File: src/hw/rtl/ffha_pkg.sv
// Shared types and constants for the first-fit heap allocator.
`default_nettype none
package ffha_pkg;

  // Request opcodes
  localparam logic OP_ALLOC = 1'b0;
  localparam logic OP_FREE  = 1'b1;

  // Slack beyond the header a leftover must exceed before a split
  localparam int unsigned SPLIT_SLACK = 16;

  // Result status codes
  typedef enum logic [1:0] {
    ST_OK       = 2'd0,
    ST_NOMEM    = 2'd1,
    ST_BAD_FREE = 2'd2
  } status_e;

  // Command broadcast to every cell of the table
  typedef enum logic [2:0] {
    CMD_HOLD,
    CMD_START,
    CMD_SCAN,
    CMD_TAKE,
    CMD_SPLIT,
    CMD_FREE,
    CMD_FREE_MERGE,
    CMD_MERGE_PREV
  } cell_cmd_e;

  typedef struct packed {
    cell_cmd_e cmd;
    logic      op;
  } cell_ctrl_t;

endpackage
`default_nettype wire

File: src/hw/rtl/ffha_cell.sv
// One table entry of the allocator: holds a block and its scan flags.
`default_nettype none
module ffha_cell #(
  parameter int unsigned W          = 20,
  parameter int unsigned HDR        = 12,
  parameter logic        RST_VALID  = 1'b0,
  parameter logic [W-1:0] RST_SIZE  = '0
) (
  input  wire                 clk_i,
  input  wire                 rst_ni,
  input  ffha_pkg::cell_ctrl_t ctrl_i,
  input  wire  [W-1:0]        rsize_i,
  input  wire  [15:0]         faddr_i,
  input  wire                 seed_i,
  input  wire                 probe_i,
  input  wire  [W-1:0]        prev_start_i,
  input  wire  [W-1:0]        prev_size_i,
  input  wire                 prev_free_i,
  input  wire                 prev_valid_i,
  input  wire                 prev_hit_i,
  input  wire  [W-1:0]        next_start_i,
  input  wire  [W-1:0]        next_size_i,
  input  wire                 next_free_i,
  input  wire                 next_valid_i,
  input  wire                 next_hit_i,
  output logic [W-1:0]        start_o,
  output logic [W-1:0]        size_o,
  output logic                free_o,
  output logic                valid_o,
  output logic                hit_o,
  output logic                probe_o,
  output logic                miss_o
);

  localparam logic [W-1:0] HdrW = W'(HDR);

  logic [W-1:0] start_q, start_d, size_q, size_d;
  logic         free_q, free_d, valid_q, valid_d;
  logic         probe_q, probe_d, passed_q, passed_d, hit_q, hit_d;
  logic         match;

  // Local fit / address test against the broadcast request
  always_comb begin
    if (ctrl_i.op == ffha_pkg::OP_ALLOC) begin
      match = free_q && (size_q >= rsize_i);
    end else begin
      match = !free_q && ((start_q + HdrW) == {{(W-16){1'b0}}, faddr_i});
    end
  end

  assign probe_o = probe_q & valid_q & ~match;
  assign miss_o  = probe_q & ~valid_q;
  assign start_o = start_q;
  assign size_o  = size_q;
  assign free_o  = free_q;
  assign valid_o = valid_q;
  assign hit_o   = hit_q;

  // Per-command update; "not passed" means the cell lies after the hit
  always_comb begin
    start_d  = start_q;
    size_d   = size_q;
    free_d   = free_q;
    valid_d  = valid_q;
    probe_d  = 1'b0;
    passed_d = passed_q;
    hit_d    = hit_q;
    unique case (ctrl_i.cmd)
      ffha_pkg::CMD_HOLD: begin
      end
      ffha_pkg::CMD_START: begin
        probe_d  = seed_i;
        passed_d = 1'b0;
        hit_d    = 1'b0;
      end
      ffha_pkg::CMD_SCAN: begin
        probe_d  = probe_i;
        passed_d = passed_q | probe_q;
        hit_d    = hit_q | (probe_q & valid_q & match);
      end
      ffha_pkg::CMD_TAKE: begin
        if (hit_q) free_d = 1'b0;
      end
      ffha_pkg::CMD_SPLIT: begin
        if (hit_q) begin
          free_d = 1'b0;
          size_d = rsize_i;
        end else if (!passed_q && prev_hit_i) begin
          start_d = prev_start_i + HdrW + rsize_i;
          size_d  = prev_size_i - rsize_i - HdrW;
          free_d  = 1'b1;
          valid_d = 1'b1;
        end else if (!passed_q) begin
          start_d = prev_start_i;
          size_d  = prev_size_i;
          free_d  = prev_free_i;
          valid_d = prev_valid_i;
        end
      end
      ffha_pkg::CMD_FREE: begin
        if (hit_q) free_d = 1'b1;
      end
      ffha_pkg::CMD_FREE_MERGE: begin
        if (hit_q) begin
          free_d = 1'b1;
          size_d = size_q + HdrW + next_size_i;
        end else if (!passed_q) begin
          start_d = next_start_i;
          size_d  = next_size_i;
          free_d  = next_free_i;
          valid_d = next_valid_i;
        end
      end
      ffha_pkg::CMD_MERGE_PREV: begin
        if (next_hit_i) begin
          size_d = size_q + HdrW + next_size_i;
        end else if (hit_q || !passed_q) begin
          start_d = next_start_i;
          size_d  = next_size_i;
          free_d  = next_free_i;
          valid_d = next_valid_i;
        end
      end
      default: begin
      end
    endcase
  end

  always_ff @(posedge clk_i or negedge rst_ni) begin
    if (!rst_ni) begin
      start_q  <= '0;
      size_q   <= RST_SIZE;
      free_q   <= RST_VALID;
      valid_q  <= RST_VALID;
      probe_q  <= 1'b0;
      passed_q <= 1'b0;
      hit_q    <= 1'b0;
    end else begin
      start_q  <= start_d;
      size_q   <= size_d;
      free_q   <= free_d;
      valid_q  <= valid_d;
      probe_q  <= probe_d;
      passed_q <= passed_d;
      hit_q    <= hit_d;
    end
  end

endmodule
`default_nettype wire

File: config.mk
export PLATFORM = sky130hd
export DESIGN_NAME = ffha_cell
export DESIGN_NICKNAME = d
export VERILOG_FILES = /design/src/hw/rtl/ffha_pkg.sv /design/src/hw/rtl/ffha_cell.sv
export SDC_FILE = /design/constraint.sdc
export NUM_CORES = 1
export LEC_CHECK = 0
export BUFFER_PORTS_ARGS = -buffer_cell sky130_fd_sc_hd__buf_2
export CORE_MARGIN = 4
export CORE_UTILIZATION = 45
export CTS_CLUSTER_SIZE = 12
export DETAILED_ROUTE_END_ITERATION = 6
export GPL_ROUTABILITY_DRIVEN = 0
export HOLD_SLACK_MARGIN = 0.15
export PLACE_DENSITY = 0.71
export SLEW_MARGIN = 20
export SYNTH_ARGS = -nofsm -noshare
export SYNTH_HDL_FRONTEND = slang
export SYNTH_SLANG_ARGS = --single-unit
File: constraint.sdc
create_clock -name clk_i -period 2.5 [get_ports clk_i]
set_input_delay 0.5 -clock clk_i [delete_from_list [all_inputs] [get_ports clk_i]]
set_output_delay 0.5 -clock clk_i [all_outputs]
set_load 0.005 [all_outputs]
==> flow_summary.yaml <==
outcome:
  status: "complete, but fails checks"
  failing_checks: "setup timing"
detailed_routing:
  first_drt_iteration_drcs: 539
  vias: 8768
  routedWlPerCell_um: 16.6
  avgViaCountPerCell: 5.70
  ant_nets: 0
  drt_drc_violations_left: 0
  finalWirelength_um: 25600
  detail_route.first_pass.iterations: 5
setup_path:
  worstSetupPathType: "flip-flop to output port"
  worst-endpoint-arrival_ns: 2.51
  critical_path.startpoint_type: "flip-flop"
  critPathLaunch: "size_o[0]"
  element_type_at_the_critical_path_end: "output port"
  timing.critical_path.required_ns: 2.00
  cp_max_fo: 2
  r2r-start: "size_o[1]"
  r2r-end: "size_o[17]"
  timing.critical_path.to: "probe_o"
  worst_r2r_path_depth: 12
  reg2reg_setup_slack_ns: -0.20
clock_tree:
  worst_skew_pair.late_latency_ns: 0.30
  cts_buffers: 5
  path_clk_slew_ns: 0.07
  cts_htree_levels: 2
  clock_tree_from_tritoncts: "built"
  cts_max_path_buffers: 2
  ctsRootBufferMaster: "clkbuf_16"
  clkSinkCount: 45
layout:
  layout-area-overhead-vs-synth_pct: 47.8
  final_util: 0.685
  final_cell_count_no_fill: 1539
  n_fill_cell: 1328
  post_route_cells_drive_above_1_share: 0.372
  design.final.nets: 1586
synth:
  commonest_register_cell_after_synthesis: "dfrtp_1"
  synthArstFlopShare: 1.00
  ys_top_cells_by_area: "ha_1 (22%), dfrtp_1 (15%), o21ai_0 (6.2%), nand2_1 (5.3%), inv_1 (5.0%)"
  synth_largest_type_area_fraction: 0.222
  synth_edf_count: 0
  ys_seq_area_frac: 0.151
  syn_area_sq_um: 7440
  synth_seq_cells: 45
  synthesis.nets: 1253
  avg_cell_area_syn_sq_um: 7.53
  synth-warning-count: 0
  netlist-cell-type-count: 74
  postSynthCellCount: 988
  post-synth-top-area-cell: "ha_1"
pwr:
  power_density_nw_per_um2: 766
  power.static_leakage_nw: 5.35
  report.power.total_mw: 8.42
  power.ir.vdd_worst_mv: 0.423
sta:
  worstMarginPinSlew_ns: 0.672
  final.hold.worst_slack_ns: 0.182
  timing.final.crit_period_ns: 3.01
  remaining_max_slew_budget_at_the_tightest_pin: 0.551
  slew_viol_final: 0
  hold_viol_final: 0
  finalSetupTns_ns: -1.95
  timing.final.setup_violations: 15
  fin_worst_skew_ns: 0.00462
  maximum_clock_rate_mhz: 332
  fin_ws_ns: -0.511
  rsz0062_at_grt: "yes"
  finalCritPeriodShare: 1.20
floorplanning:
  fp-row-count: 46
  boundary_pin_count: 175
  design.core.area_sq_um: 16100
  die-area_sq_um: 18700
  die_w_um: 137
  dieHeight_um: 137
  initial_core_util: 0.463
place:
  detailed_place_hpwl_um: 19800
  placed_cell_count: 1511
  placement.io_buffers: 174
global_route:
  grt_use_total: 0.255
  grt_first_pass_wirelength_um: 38900
  number_of_global_route_vias_before_repair: 8439
  initial_antenna_violation_count: 2
  grt-ovfl-total: 0
  grt_max_degree: 45
min_path:
  hold_path_class: "input port to asynchronous set/reset pin"
job:
  cap_violations: 0
## worst min path at each step
stage                    start  slack [ns]  cells after the start          to
finish                  rst_ni        0.18                      1  size_o[18]
CTS                     rst_ni        0.20                      1  size_o[18]
detailed placement  start_o[2]        0.51                      2  start_o[2]
floorplan               rst_ni        0.20                      0      free_o
global placement    start_o[2]        0.50                      2  start_o[2]
global route            rst_ni        0.23                      1  size_o[18]
## repair_timing
item,4_1_cts,5_1_grt
gates resized for setup,71,62
buffers inserted,10,12
hold buffers,0,0
pin swaps,45,51
setup endpoints to repair,22,24
## Yosys cell counts, types with 5 or more instances
| master | instances |
|---|---|
| clkbuf_1 | 26 |
| xnor2_1 | 41 |
| nand2_1 | 105 |
| o22ai_1 | 11 |
| xor2_1 | 25 |
| o211ai_1 | 18 |
| nor2b_1 | 5 |
| a31oi_1 | 13 |
| or3_1 | 9 |
| a211oi_1 | 31 |
| o21ai_0 | 92 |
| ha_1 | 132 |
| dfrtp_1 | 45 |
| nand4_1 | 9 |
| a21oi_1 | 72 |
| nand2b_1 | 13 |
| and3_1 | 5 |
| nor2_1 | 64 |
| o21a_1 | 6 |
| a2111oi_0 | 6 |
| nor3_1 | 23 |
| nand3_1 | 11 |
| o21bai_1 | 9 |
| inv_1 | 99 |
| a21o_1 | 27 |
## worst max-delay path: stages, from the launching register on
cell      delay, ns
dfrtp_1        0.36
inv_1          0.06
ha_1           0.27
nand2b_1       0.10
a21o_1         0.13
a211oi_2       0.07
o31a_1         0.26
o21ai_1        0.12
buf_4          0.14
a21oi_2        0.05
or3_1          0.33
and3b_1        0.17
buf_2          0.12
## state kept, by name, summed over array words and instances (netlist names)
name	flops
probe_q	1
valid_o	1
hit_o	1
size_o	20
free_o	1
passed_q	1
start_o	20
## cells by family after synthesis
kind of cell | Yosys count | share of synthesized area
adders and majority gates | 135 | 0.230
and+or+nand+nor | 266 | 0.167
buffers and inverters | 131 | 0.0666
DFF | 45 | 0.151
xor gates and xnor gates | 66 | 0.0777
muxes | 5 | 0.00690
AOI/OAI and AO/OA | 340 | 0.300
## power by group
part / switching [mW] / internal (mW)
combinational: 3.01 / 3.16
clock: 0.319 / 0.572
sequential: 0.325 / 1.03
total: 3.65 / 4.77
## area by class of cell
| class | count | area, sq um | share of cell area |
|---|---|---|---|
| sequential | 45 | 1130 | 0.103 |
| tap | 216 | 270 | 0.0246 |
| timing repair buffer | 357 | 2340 | 0.213 |
| multi-input combinational | 812 | 6680 | 0.607 |
| clock buffer | 5 | 125 | 0.0114 |
| inverter | 100 | 385 | 0.0351 |
| antenna | 1 | 2.50 | 0.000228 |
| clock inverter | 3 | 65.1 | 0.00592 |
## stage by stage
step                cell area, sq um  setup WS (ns)
finish                         11000         -0.511
global route                   11000         -0.629
CTS                            10600         -0.472
detailed placement              9970         -0.600
global placement                9970         -0.562
floorplan                       7680         -0.281
## layer usage
| metal | GRT usage | vias to the layer above | wire length [um] |
|---|---|---|---|
| met5 | 0 | - | 13 |
| met4 | 0.0711 | 2 | 599 |
| met3 | 0.0357 | 55 | 1510 |
| met2 | 0.456 | 299 | 13000 |
| met1 | 0.319 | 4140 | 10500 |
| li1 | - | 4272 | - |
## placed cells by master, fill, tap and decap left out, types with 5 or more instances in the layout
cell type    n
ha_4        33
o22ai_1     11
buf_6        8
a211oi_2     5
nor2_2       5
o21ai_0     69
o21a_1       6
xnor2_1     40
and3_1       5
inv_2        9
a21o_1      27
dfrtp_1     44
a21oi_2      5
nor3_1      18
a21oi_1     67
o21ai_1     18
o21bai_1     7
xor2_1      24
clkbuf_16    5
nand3_1     10
nand4_1      9
nand2b_1    13
inv_1       87
a211oi_1    25
buf_4      175
o211ai_1    18
nand2_1    105
nor2_1      60
or3_1        9
buf_2      168
nor3_2       5
ha_1        96
o21ai_2      8
a31oi_1     10
(Power assumes the default switching activity.)
